<file path="src/hw/rtl/arlc_pkg.sv">
// Shared types and constants of the account risk limit checker.
package arlc_pkg;
   localparam int NUM_SLOTS_DEF = 16;
   localparam int MW = 48;

   localparam logic [2:0] CMD_ADD    = 3'd0;
   localparam logic [2:0] CMD_REMOVE = 3'd1;
   localparam logic [2:0] CMD_UPDATE = 3'd2;
   localparam logic [2:0] CMD_CHECK  = 3'd3;
   localparam logic [2:0] CMD_KILLON = 3'd4;
   localparam logic [2:0] CMD_KILLOF = 3'd5;
   localparam logic [2:0] CMD_QUERY  = 3'd6;

   localparam logic [2:0] RC_PASS     = 3'd0;
   localparam logic [2:0] RC_NOTFOUND = 3'd1;
   localparam logic [2:0] RC_KILL     = 3'd2;
   localparam logic [2:0] RC_EXPOSURE = 3'd3;
   localparam logic [2:0] RC_LOSS     = 3'd4;
   localparam logic [2:0] RC_POS      = 3'd5;

   // Stored record of one account (kept in memory).
   typedef struct packed {
      logic [31:0]        key;
      logic signed [47:0] max_exp;
      logic signed [47:0] loss_lim;
      logic [15:0]        max_pos;
      logic signed [47:0] exposure;
      logic signed [47:0] pnl;
      logic [15:0]        positions;
      logic               risk;
   } rec_type;

   // Request from the sequencer to the shared compare unit.
   typedef struct packed {
      logic signed [48:0] a;
      logic signed [48:0] b;
   } cmp_req_type;
endpackage

</file>
<file path="src/hw/rtl/arlc_cmp.sv">
// Shared 49-bit signed subtract-and-compare unit with registered result.
module arlc_cmp
   import arlc_pkg::*;
(
   input  logic        clock,
   input  arlc_pkg::cmp_req_type req,
   output logic        gt_ff
);
   logic signed [49:0] diff;
   // Compare a against b at 50 bits.
   assign diff = {req.a[48], req.a} - {req.b[48], req.b};
   always_ff @(posedge clock) begin
      gt_ff <= !diff[49] && (diff != '0);
   end
endmodule

</file>
<file path="config.mk">
export PLATFORM = sky130hd
export DESIGN_NAME = arlc_cmp
export DESIGN_NICKNAME = d
export VERILOG_FILES = /design/src/hw/rtl/arlc_pkg.sv /design/src/hw/rtl/arlc_cmp.sv
export SDC_FILE = /design/constraint.sdc
export NUM_CORES = 1
export LEC_CHECK = 0
export ABC_AREA = 1
export BUFFER_PORTS_ARGS = -buffer_cell sky130_fd_sc_hd__buf_4
export CAP_MARGIN = 15
export CORE_AREA = 4 4 97 99
export DETAILED_ROUTE_END_ITERATION = 10
export DIE_AREA = 0 0 101 103
export GPL_ROUTABILITY_DRIVEN = 0
export PLACE_DENSITY = 0.81
export SLEW_MARGIN = 25
export SYNTH_ARGS = -nofsm -noshare
export SYNTH_HDL_FRONTEND = slang
export SYNTH_SLANG_ARGS = --single-unit
export TNS_END_PERCENT = 30
</file>
<file path="constraint.sdc">
create_clock -name clock -period 4.1 [get_ports clock]
set_clock_uncertainty 0.1 [all_clocks]
set_input_delay 0 -clock clock [delete_from_list [all_inputs] [get_ports clock]]
set_output_delay 0 -clock clock [all_outputs]
set_load 0.01 [all_outputs]
</file>
* After elaboration in Yosys (flattened, before gate mapping)
Cells that the tools add are included.
** Word-level totals
- Bits of input ports :: 99
- Output and inout bits :: 1
- Register bits :: 1
- Word-level logic and storage cells :: 5
** Cells by class
- Reductions and logical operators :: 3
- Add/subtract/negate cells :: 1
** Operators with widths (count)
- 50-bit nonzero test :: 1
- 49-bit by 49-bit subtractor with 50-bit output :: 1
- 1-bit logical AND :: 1
- 1-bit logical NOT :: 1

* Depth between registers and ports, before layout
Gate-level depths: netlist of the first run.
- Word-level depth :: 3
- Gate-level depth with buffers :: 21
- Depth with buffers taken out :: 21

* Least setup slack after synthesis of the first run
Ideal clock, no wire load.
- Path kind :: in2reg
- From :: input req[49] in the netlist's numbering
- To :: register gt_ff
- Cell stages on the path :: 20
- Path slack :: 2142 ps
- Data arrival time :: 1742 ps
- Path buffers :: 0
- Setup time :: 116 ps
- Required time :: 3884 ps
- Cells stage by stage :: inv_1 -> ha_1 -> inv_1 -> fa_1 -> nand2_1 -> nand3_1 -> nand3_1 -> nand2_1 -> nand2_1 -> nand2_1 -> nand2_2 -> nand2_2 -> nand2_1 -> nand3b_1 -> nand2_1 -> nand2_1 -> nor2_1 -> nand3_1 -> nor2_1 -> nor2_1
** On the way
- Cells in the longest elaborated chain, start to end :: 3
- Elaborated cells on any way between the ends :: 4
- Those cells by class :: add/sub (1); reduce/logical (3)
** Ends and longest elaborated chain
- start, declared :: line arlc_cmp.sv:6 : input arlc_pkg::cmp_req_type req,
- 49-bit by 49-bit subtractor with 50-bit output (*) :: line arlc_cmp.sv:11 : assign diff = {req.a[48], req.a} - {req.b[48], req.b};
- 50-bit nonzero test or 1-bit logical NOT (tied branches) :: line arlc_cmp.sv:13 : gt_ff <= !diff[49] && (diff != '0);
- 1-bit logical AND (*) :: line arlc_cmp.sv:13
- end signal, assigned :: line arlc_cmp.sv:13
- end, declared :: line arlc_cmp.sv:7 : output logic gt_ff
Every way passes the cells marked *; elsewhere a longest branch is shown, timed or not.

* Final worst setup path of the first run
Ends and elaborated chain as after synthesis.

==> run metrics, run 1 <==
status complete, no violations; Hold Path Class flop to output port; synthesized area per cell 4.55 um^2; CP delay by family, top simple AND/OR/NAND/NOR gates; via count around 6300; Max Cap Violations 0; Worst path slowest cell fa_1; first-pass GRT wire length 23.6 mm; Final Cycle Share a little over three fifths; max_slew headroom 77.9%; largest net degree at the start of global routing 9; Post-Syn Area 4760 um^2; Die Wd around 100 um; vias in the first global route 5485; die area 10400 um^2; Vias/cell 5.01; Tightest Pin Transition around 0.33 ns; biggest regs gt_ff (1); Starting Density 55.6%; Setup Viol. Count Final 0; worst vdd ir 0.0662 mV; Buf+Inv Stages, Crit Path 4; setup bufs post-CTS 0; CP peak stage delay 0.46 ns; RSZ-0062 raised after global routing no; DRT Pass-1 Iters 6; Post-Layout Cell Count roughly 1300; Leak Pwr 3.84 nW; Crit. End Element flop; cts hold-fix bufs 0; Net Sw Power 467 uW; Fmax achieved 0.388 GHz; part of the Yosys area used for sequential elements less than 1%; Gate power share 98.3%; clock power share 0%; Filler cells 938; Ant. Diodes 0; Largest register FFs 1; count of cell types in the netlist 30; Post-CTS Resized 0; Int Pwr 295 uW; CP startpoint kind input pin; I/O pins 100; WL/cell 11.5 um; Biggest register gt_ff; Setup WS pre-CTS 1.53 ns; cell mode on critical path nand2_1; proportion of layout cells with a drive suffix above 1 11.4%; post-synthesis cell count 1045; crit path time final 2.57 ns; GRT Util Overall a little over a quarter; final hold viol count 0; crit-path max FO 5; DP HPWL 13.0 mm; Reg clk slew, reported paths 0 ns; core area 8550 um^2; Cell Rows 34; Synth Net Count 1194; Setup TNS 0 ns; initial antenna violation count 0; post-synthesis register bit count 1; CP arrival ~2.4 ns; crit-path cells buf_4 -> inv_1 -> ha_1 -> inv_1 -> fa_1 -> nand3_1 -> nand2_1 -> nand2_1 -> nand2_1 -> nand2_1 -> nand2_1 -> xnor2_1 -> nand2_1 -> clkinv_1 -> nand2_1 -> nor2_1 -> nand4_1 -> nor2_1 -> nor2_1; Power Density 135 nW/um^2; Total Routed Length 14.3 mm; Sw Ratio between 60 and 70%; Remaining Overflow, GRT 0; max-slew violations 0; kind of critical path input pin to flop; synth warn 0; Antenna Nets Post-Route 0; residual DRC count 0; Placed Cells 1251; fin util between 60% and 70%; total power draw approximately 760 uW; Final nets 1294; Die Y a little over 100 um; final setup margin 1.53 ns; Port Buffers 99; power share of the sequential group 1.7%; required time worst endpoint 3.88 ns; DRT iter0 DRCs 458; area grow syn2layout 18.4%
-- final cells by class --
cell class | instances | area, um^2 | share of cell area, %
inverters | 276 | 1040 | 18.4
multi-input cells | 767 | 3700 | 65.6
flip-flops and latches | 1 | 20.0 | 0.356
well taps | 108 | 135 | 2.40
repair buffers | 99 | 743 | 13.2
-- synthesized netlist by cell type, drive strengths merged --
master	number	area share, %
nand2	454	36
inv	272	21
nor2	105	9.4
nand3	63	6.7
ha	49	13
a21oi	33	3.5
nand4	22	2.9
a31oi	6	0.79
nand3b	6	0.95
nor3	5	0.63
o21ai	5	0.53
o21bai	5	0.79
clkinv	4	0.32
xnor2	4	0.74
a21o	2	0.32
o21a	2	0.32
and2	1	0.13
buf	1	0.11
dfxtp	1	0.42
fa	1	0.42
nor4	1	0.13
o22ai	1	0.13
or2	1	0.13
xor2	1	0.18
-- cells by family after synthesis --
kind of cell	count (synthesis)	share of synthesized area, %
and+or+nand+nor	658	57.1
buffers and inverters	277	21.9
AOI/OAI and AO/OA	54	6.34
adders and majority gates	50	13.3
xor gates and xnor gates	5	0.921
DFF	1	0.421
-- placed cells by master, fill, tap and decap left out, types with 5 or more instances in the layout --
cell	n
nand3_1	62
inv_1	264
a21oi_1	33
a31oi_1	6
buf_4	99
nand3b_1	6
nand4_1	22
nor2_2	13
ha_1	49
nor2_1	89
o21ai_0	5
inv_2	8
o21bai_1	5
nand2_1	449
nand2_2	5
-- power by group through the flow --
stage / combinational (mW) / clock (mW) / sequential, mW
3_3_place_gp: 0.727 / 0 / 0.0133
5_1_grt: 0.847 / 0 / 0.0134
4_1_cts: 0.735 / 0 / 0.0130
3_5_place_dp: 0.731 / 0 / 0.0130
2_1_floorplan: 0.511 / 0 / 0.0141
6_report: 0.749 / 0 / 0.0130
-- path summary, 6_finish.rpt --
path,from,end,slack (ns),cells past startpoint
max,req[49],gt_ff,1.53,19
min,gt_ff,gt_ff,0.31,1
-- metrics by stage --
step / area [um^2] / hold WS (ns)
floorplan: 4760 / 0.204
global placement: 5630 / 0.324
detailed placement: 5630 / 0.310
CTS: 5630 / 0.310
global route: 5630 / 0.330
finish: 5630 / 0.307
-- layer usage --
layer,vias to the layer above,GRT usage (%),share of wire [%]
met1,2654,37.7,43
li1,3315,-,-
met2,275,44.9,43
met4,0,6.03,2.2
met3,29,4.06,12
met5,-,0,0
Power figures use the tool's default switching activity.
==> run 2: changes to the inputs <==
--- a/config.mk
+++ b/config.mk
@@ -5,14 +5,14 @@
 export SDC_FILE = /design/constraint.sdc
 export NUM_CORES = 1
 export LEC_CHECK = 0
-export ABC_AREA = 1
+export ABC_AREA = 0
 export BUFFER_PORTS_ARGS = -buffer_cell sky130_fd_sc_hd__buf_4
 export CAP_MARGIN = 15
-export CORE_AREA = 4 4 97 99
+export CORE_AREA = 4 4 87 89
 export DETAILED_ROUTE_END_ITERATION = 10
-export DIE_AREA = 0 0 101 103
+export DIE_AREA = 0 0 91 93
 export GPL_ROUTABILITY_DRIVEN = 0
-export PLACE_DENSITY = 0.81
+export PLACE_DENSITY = 0.82
 export SLEW_MARGIN = 25
 export SYNTH_ARGS = -nofsm -noshare
 export SYNTH_HDL_FRONTEND = slang
==> constraint.sdc (replaced) <==
create_clock -name clock -period 2.4 [get_ports clock]
set_clock_uncertainty 0.1 [all_clocks]
set_input_delay 0 -clock clock [delete_from_list [all_inputs] [get_ports clock]]
set_output_delay 0 -clock clock [all_outputs]
set_load 0.01 [all_outputs]
==> run 2 against run 1 <==
- the flow now finishes with violations (design-rule violations, negative setup slack)
- synthesized area decreased by 22%
- final cell count decreased by 26%
- final area increased by 5.1%
- wire length increased by 17%
- synthesized cell count decreased by 44%
- critical path depth decreased by 2
- via count decreased by 2.3%
- hold slack got worse by 0.014 ns
- flip-flop and latch count unchanged
- sequential share of layout area about the same
- setup slack got worse by 2.6 ns
- core utilization increased by 22 points
- largest power group unchanged
- highest routed layer unchanged
==> run metrics, run 2 <==
status complete, but fails checks; failing checks design-rule violations, negative setup slack; Ant. Diodes 0 (unchanged); Crit. End Element flop; CP arrival 3.21 ns (+0.85 ns); part of the Yosys area used for sequential elements 0.541% (+0.12 points); synth warn 0 (unchanged); count of cell types in the netlist 73 (+140%); DRT Pass-1 Iters 11 (+5); Die Wd 91 um (-9.9%); Gate power share 98.9% (+0.6 points); Antenna Nets Post-Route 0 (unchanged); clock power share 0% (unchanged); most frequent cell after synthesis inv_1; core area 6760 um^2 (-21%); cell taking the most area after synthesis ha_1; post-synth top area share 16.6% (-19 points); Worst path slowest cell fa_2; DP HPWL 13.8 mm (+6.0%); die area 8460 um^2 (-19%); Max Cap Violations 0 (unchanged); crit path time final 3.43 ns; CP startpoint kind input pin; Post-synth EDFFs 0 (unchanged); most common cell after layout, fill and taps aside buf_4; Async SR Flop Fraction 0% (unchanged); Die Y 93 um (-9.7%); final hold viol count 0 (unchanged); post-synthesis cell count 580 (-44%); most frequent cells in the layout 288 x buf_4, 66 x inv_1, 57 x nand2_1; kind of critical path input pin to flop; ys flop type dfxtp_1; Post-Syn Area 3700 um^2 (-22%); hold_ws 0.293 ns (-0.0144 ns); crit-path max FO 4 (-1); proportion of layout cells with a drive suffix above 1 38.2% (+27 points); GRT Util Overall 37.0% (+9.8 points); biggest regs gt_ff (1); CP peak stage delay 0.37 ns (-0.09 ns); hold path cells 1 (unchanged); Reg clk slew, reported paths 0 ns (unchanged); Cell Rows 30 (-12%); max_slew headroom 48.0% (-30 points); Leak Pwr 2.98 nW (-22%); synth top area cells ha_1 17%, a21oi_1 6.8%, inv_1 6.7%; Fmax achieved 0.292 GHz; Net Sw Power 881 uW (+89%); largest net degree at the start of global routing 11 (+2); Largest register FFs 1 (unchanged); final setup margin -1.03 ns (-2.56 ns); vias in the first global route 5951 (+8.5%); crit-path cells buf_4 -> inv_1 -> ha_2 -> inv_1 -> fa_2 -> a211oi_2 -> o21ai_1 -> buf_4 -> nand3b_1 -> nor3b_1 -> and2_1 -> o22ai_1 -> a211oi_1 -> nand4_1 -> nor4_1 -> o2111a_1 -> nor3_1; DP Area 5840 um^2 (+3.8%); Vias/cell 6.66 (+33%); cts hold-fix bufs 0 (unchanged); first-pass GRT wire length 26.4 mm (+12%); Int Pwr 850 uW (+190%); Final Instance Area 5920 um^2 (+5.1%); I/O pins 100 (unchanged); area grow syn2layout 59.8%; via count 6127 (-2.3%); post-synthesis register bit count 1 (unchanged); WL/cell 18.3 um (+59%); Hold Path Class flop to output port; Port Buffers 99 (unchanged); required time worst endpoint 2.18 ns (-1.70 ns); Setup TNS -1.03 ns (-1.03 ns); most frequent cells after synthesis 66 x inv_1, 57 x nand2_1, 50 x a21oi_1, 49 x ha_1, 46 x nor2_1; Setup WS pre-CTS -1.06 ns (-2.59 ns); Tightest Pin Transition 0.777 ns (+0.446 ns); worst vdd ir 0.159 mV (+140%); max-slew violations 0 (unchanged); synthesized area per cell 6.38 um^2 (+40%); Total Routed Length 16.8 mm (+17%); Starting Density 54.8% (-0.84 points); Remaining Overflow, GRT 0 (unchanged); power share of the sequential group 1.1% (-0.6 points); residual DRC count 5 (+5); Biggest register gt_ff; RSZ-0062 raised after global routing yes; DRT iter0 DRCs 913 (+99%); Synth Net Count 729 (-39%); Setup Viol. Count Final 1 (+1); Final Cycle Share 143%; Sw Ratio 50.9% (-10 points); initial antenna violation count 0 (unchanged); Power Density 292 nW/um^2 (+120%); Final nets 991 (-23%)
[run 2: path summary, 6_finish.rpt]
check             startpoint    end
hold / removal         gt_ff  gt_ff
setup / recovery     req[49]  gt_ff
[run 2: cells by family (layout without fill, tap and decap cells)]
group           Yosys count  in the layout  share of synthesized area, %
xor+xnor                 27             27                          6.39
mux                       4              4                          1.12
flops                     1              1                         0.541
buf+inv                  95            355                          10.2
fa+ha+maj                50             50                          17.1
compound gates          205            205                          38.6
simple gates            198            198                          26.1
[run 2: through the flow]
step / util (%) / power (mW) / instances
final: 87.6 / 1.73 / 920
after detailed placement: 86.5 / 1.61 / 919
after CTS: 86.9 / 1.63 / 919
after floorplan: - / 0.837 / 580
after global routing: 87.6 / 1.83 / 920
after global placement: 86.5 / 1.54 / 919
[run 2: area by class of cell]
| cell class | instances | area [um^2] |
|---|---|---|
| Inverter | 66 | 248 |
| Multi-Input combinational cell | 484 | 3380 |
| Sequential cell | 1 | 20.0 |
| Tap cell | 80 | 100 |
| Timing Repair Buffer | 289 | 2170 |
| Fill cell | 354 | 840 |
[run 2: power by group through the flow]
stage	Combinational [mW]	Sequential [mW]	Clock, mW
2_1_floorplan	0.816	0.0211	0
3_3_place_gp	1.52	0.0198	0
3_5_place_dp	1.59	0.0198	0
4_1_cts	1.61	0.0198	0
5_1_grt	1.81	0.0200	0
6_report	1.71	0.0198	0
[run 2: timing repair]
item / CTS / global route
setup buffers: 0 / 1
setup endpoints to repair: 1 / 1
gates resized for setup: 5 / 9
pin swaps: 3 / 5
[run 2: worst max-delay path: cells and delay by family]
| family | cells | cell delay, ns |
|---|---|---|
| simple gates | 6 | 1.27 |
| compound gates | 5 | 0.99 |
| fa+ha+maj | 2 | 0.55 |
| buf+inv | 4 | 0.39 |
[run 2: metal layers]
| metal | vias to the layer above | GRT usage, % | share of wire (%) |
|---|---|---|---|
| met5 | - | 0 | 0 |
| met3 | 201 | 9.01 | 12 |
| met4 | 0 | 22.5 | 7.6 |
| met2 | 542 | 63.6 | 45 |
| met1 | 2709 | 41.4 | 35 |
| li1 | 2675 | - | - |
==> run 3: changes to the inputs <==
--- a/config.mk
+++ b/config.mk
@@ -8,9 +8,9 @@
 export ABC_AREA = 0
 export BUFFER_PORTS_ARGS = -buffer_cell sky130_fd_sc_hd__buf_4
 export CAP_MARGIN = 15
-export CORE_AREA = 4 4 87 89
+export CORE_AREA = 4 4 67 115
 export DETAILED_ROUTE_END_ITERATION = 10
-export DIE_AREA = 0 0 91 93
+export DIE_AREA = 0 0 71 119
 export GPL_ROUTABILITY_DRIVEN = 0
 export PLACE_DENSITY = 0.82
 export SLEW_MARGIN = 25
==> run 3 against run 2 <==
- the run now fails in global routing (5_1_grt)
- synthesized area unchanged
- synthesized cell count unchanged
==> run metrics, run 3 <==
Cell Rows 40 (+33%); Halt Stage global routing (5_1_grt); synth warn 0 (unchanged); ys flop type dfxtp_1; largest net degree at the start of global routing 11; WEP type sequential cell input; GRT Util Overall 53.9%; count of cell types in the netlist 73 (unchanged); Die Y 119 um (+28%); Starting Density 54.4% (-0.40 points); Post-synth EDFFs 0 (unchanged); synth top area cells ha_1 17%, a21oi_1 6.8%, inv_1 6.7%; last worst endpoint in the global-route repair_timing gt_ff$_DFF_P_/D; DP HPWL 14.3 mm (+3.6%); Port Buffers 99 (unchanged); Synth Net Count 729 (unchanged); cts hold-fix bufs 0 (unchanged); Remaining Overflow, GRT 26; Async SR Flop Fraction 0% (unchanged); cell taking the most area after synthesis ha_1; Post-Syn Area 3700 um^2 (unchanged); most frequent cells after synthesis 66 x inv_1, 57 x nand2_1, 50 x a21oi_1, 49 x ha_1, 46 x nor2_1; status aborted with a tool error; post-synthesis register bit count 1 (unchanged); post-synthesis cell count 580 (unchanged); post-synth top area share 16.6% (unchanged); Err [ERROR GRT-0232] Routing congestion too high. Check the congestion heatmap in the GUI.; synthesized area per cell 6.38 um^2 (unchanged); most frequent cell after synthesis inv_1; part of the Yosys area used for sequential elements 0.541% (unchanged); I/O pins 100 (unchanged); Die Wd 71 um (-22%)
==> run 3: cell counts after synthesis <==
No cell type changed its count.
==> run 3: metal layers <==
metal | GRT usage (%) | overflow
met1 | 51.4 | 0
met5 | 3.27 | 0
met3 | 31.8 | 0
met2 | 77.3 | 18
met4 | 52.0 | 8
==> run 3: logic make-up after synthesis <==
kind of cell / share of synthesized area, %
adder cells (fa/ha/maj): 17.1
multiplexers: 1.12
XOR/XNOR: 6.39
AO/OA/AOI/OAI: 38.6
AND/OR/NAND/NOR: 26.1
flip-flops: 0.541
buffers and inverters: 10.2
==> run 3: metrics by stage <==
step	area, um^2	setup slack, ns	instances	setup TNS (ns)	hold WS, ns
4_1_cts	5870	-0.947	918	-0.947	0.333
3_5_place_dp	5770	-1.06	912	-1.06	0.340
3_3_place_gp	5770	-0.799	912	-0.799	0.320
2_1_floorplan	3710	-0.475	580	-0.475	0.204
==> run 3: what timing repair did <==
item | in CTS
buffers inserted | 6
setup endpoints to repair | 1
gates resized for setup | 13
cloned | 0
pin swaps | 13
==> run 4: changes to the inputs <==
--- a/config.mk
+++ b/config.mk
@@ -8,11 +8,11 @@
 export ABC_AREA = 0
 export BUFFER_PORTS_ARGS = -buffer_cell sky130_fd_sc_hd__buf_4
 export CAP_MARGIN = 15
-export CORE_AREA = 4 4 67 115
+export CORE_AREA = 4 4 102 104
 export DETAILED_ROUTE_END_ITERATION = 10
-export DIE_AREA = 0 0 71 119
+export DIE_AREA = 0 0 106 108
 export GPL_ROUTABILITY_DRIVEN = 0
-export PLACE_DENSITY = 0.82
+export PLACE_DENSITY_LB_ADDON = 0.15
 export SLEW_MARGIN = 25
 export SYNTH_ARGS = -nofsm -noshare
 export SYNTH_HDL_FRONTEND = slang
==> run 4 against run 3 <==
- the flow now finishes, with violations (negative setup slack)
==> run metrics, run 4 (synthesized netlist as in run 2, its figures left out) <==
power share of the sequential group 1.2%; Hold EP gt_ff; cell mode on critical path buf_4; DP HPWL 13.0 mm (-9.0%); DRT Pass-1 Iters 5; Tightest Pin Transition 0.585 ns; clock power share 0%; CP startpoint kind input pin; biggest regs gt_ff (1); Die Y 108 um (-9.2%); Post-Layout Cell Count 987; Cell Rows 36 (-10%); Remaining Overflow, GRT 0; failing checks negative setup slack; Fmax achieved 0.308 GHz; Total Routed Length 14.8 mm; WL/cell ~15 um; Filler cells roughly 900; Biggest register gt_ff; worst vdd ir 0.142 mV; die area 11400 um^2; Hold Crit Start gt_ff; vias in the first global route 5337; crit-path max FO 4; Net Sw Power 822 uW; Largest register FFs 1; Ant. Diodes 0; RSZ-0062 raised after global routing yes; Power Density approximately 280 nW/um^2; area grow syn2layout 64.5%; crit-path cells buf_4 -> inv_1 -> ha_1 -> a21oi_1 -> o21ai_1 -> a2111oi_2 -> nand4_1 -> buf_4 -> a31oi_1 -> o21ai_0 -> xnor2_1 -> nand2_1 -> nor4_2 -> o2111a_1 -> nor3_1; Worst path slowest cell a2111oi_2; Sw Ratio 48.7%; Int Pwr 865 uW; initial antenna violation count 0; Hold Path Class flop to output port; Gate power share 98.8%; Starting Density 38.8% (-16 points); hold path cells 1; final hold viol count 0; kind of critical path input pin to flop; fin util 63.8%; Setup WS pre-CTS -1.01 ns (+0.0492 ns); crit path time final 3.25 ns; Leak Pwr 3.06 nW; proportion of layout cells with a drive suffix above 1 around two fifths; cts hold-fix bufs 0 (unchanged); Vias/cell 5.56; CP delay by family, top compound AO/OA/AOI/OAI gates; Die Wd 106 um (+49%); CP arrival 3.02 ns; Port Buffers 99 (unchanged); max-slew violations 0; final setup margin -0.847 ns; core area 9550 um^2; Max Cap Violations 0; Final Cycle Share 135%; most frequent cells in the layout 303 x buf_4, 66 x inv_1, 57 x nand2_1; Setup Viol. Count Final 1; DP Area 6010 um^2 (+4.3%); Placed Cells 986 (+8.1%); largest net degree at the start of global routing 11; Final Instance Area between 6000 and 7000 um^2; CP peak stage delay 0.46 ns; most common cell after layout, fill and taps aside buf_4; Crit. End Element flop; residual DRC count 0; DRT iter0 DRCs 340; Setup TNS -0.847 ns; Final nets 1005; max_slew headroom approximately three fifths; via count 5484; I/O pins 100 (unchanged); GRT Util Overall approximately a quarter; Antenna Nets Post-Route 0; required time worst endpoint 2.17 ns; Buf+Inv Stages, Crit Path 3; first-pass GRT wire length 24.4 mm; status complete, but fails checks; Reg clk slew, reported paths 0 ns
run 4: metal layers:
layer / track usage (%) / routed length (um)
met4: 6.48 / 537
met1: 30.8 / 6020
met2: 46.3 / 7100
met5: 0 / 0
met3: 3.94 / 1180
run 4: layout make-up:
class	count	area, um^2	area share (%)
tap	133	166	2.73
sequential	1	20.0	0.329
multi-input combinational	484	3380	55.5
timing repair buffer	303	2270	37.4
inverter	66	248	4.07
run 4: how the worst max path moves through the flow:
stage,startpoint,endpoint,slack (ns),depth (start not counted)
floorplan,req[49],gt_ff,-0.48,15
global placement,req[49],gt_ff,-0.95,16
detailed placement,req[49],gt_ff,-1.01,16
CTS,req[49],gt_ff,-0.86,17
global route,req[20],gt_ff,-0.97,15
finish,req[20],gt_ff,-0.85,15
run 4: through the flow:
stage	hold WS, ns	total power, mW
after floorplan	0.204	0.837
after global placement	0.320	1.59
after detailed placement	0.315	1.62
after CTS	0.315	1.64
after global routing	0.320	1.83
final	0.310	1.69
run 4: what timing repair did:
action | CTS | global route
buffers inserted | 0 | 1
gates cloned | 0 | 0
resized for setup | 3 | 9
pin swaps | 1 | 5
endpoints found under the setup margin | 1 | 1
run 4: power groups by stage:
stage / sequential [mW] / combinational [mW] / clock, mW
4_1_cts: 0.0202 / 1.62 / 0
2_1_floorplan: 0.0211 / 0.816 / 0
6_report: 0.0201 / 1.67 / 0
3_5_place_dp: 0.0202 / 1.60 / 0
3_3_place_gp: 0.0203 / 1.57 / 0
5_1_grt: 0.0203 / 1.81 / 0
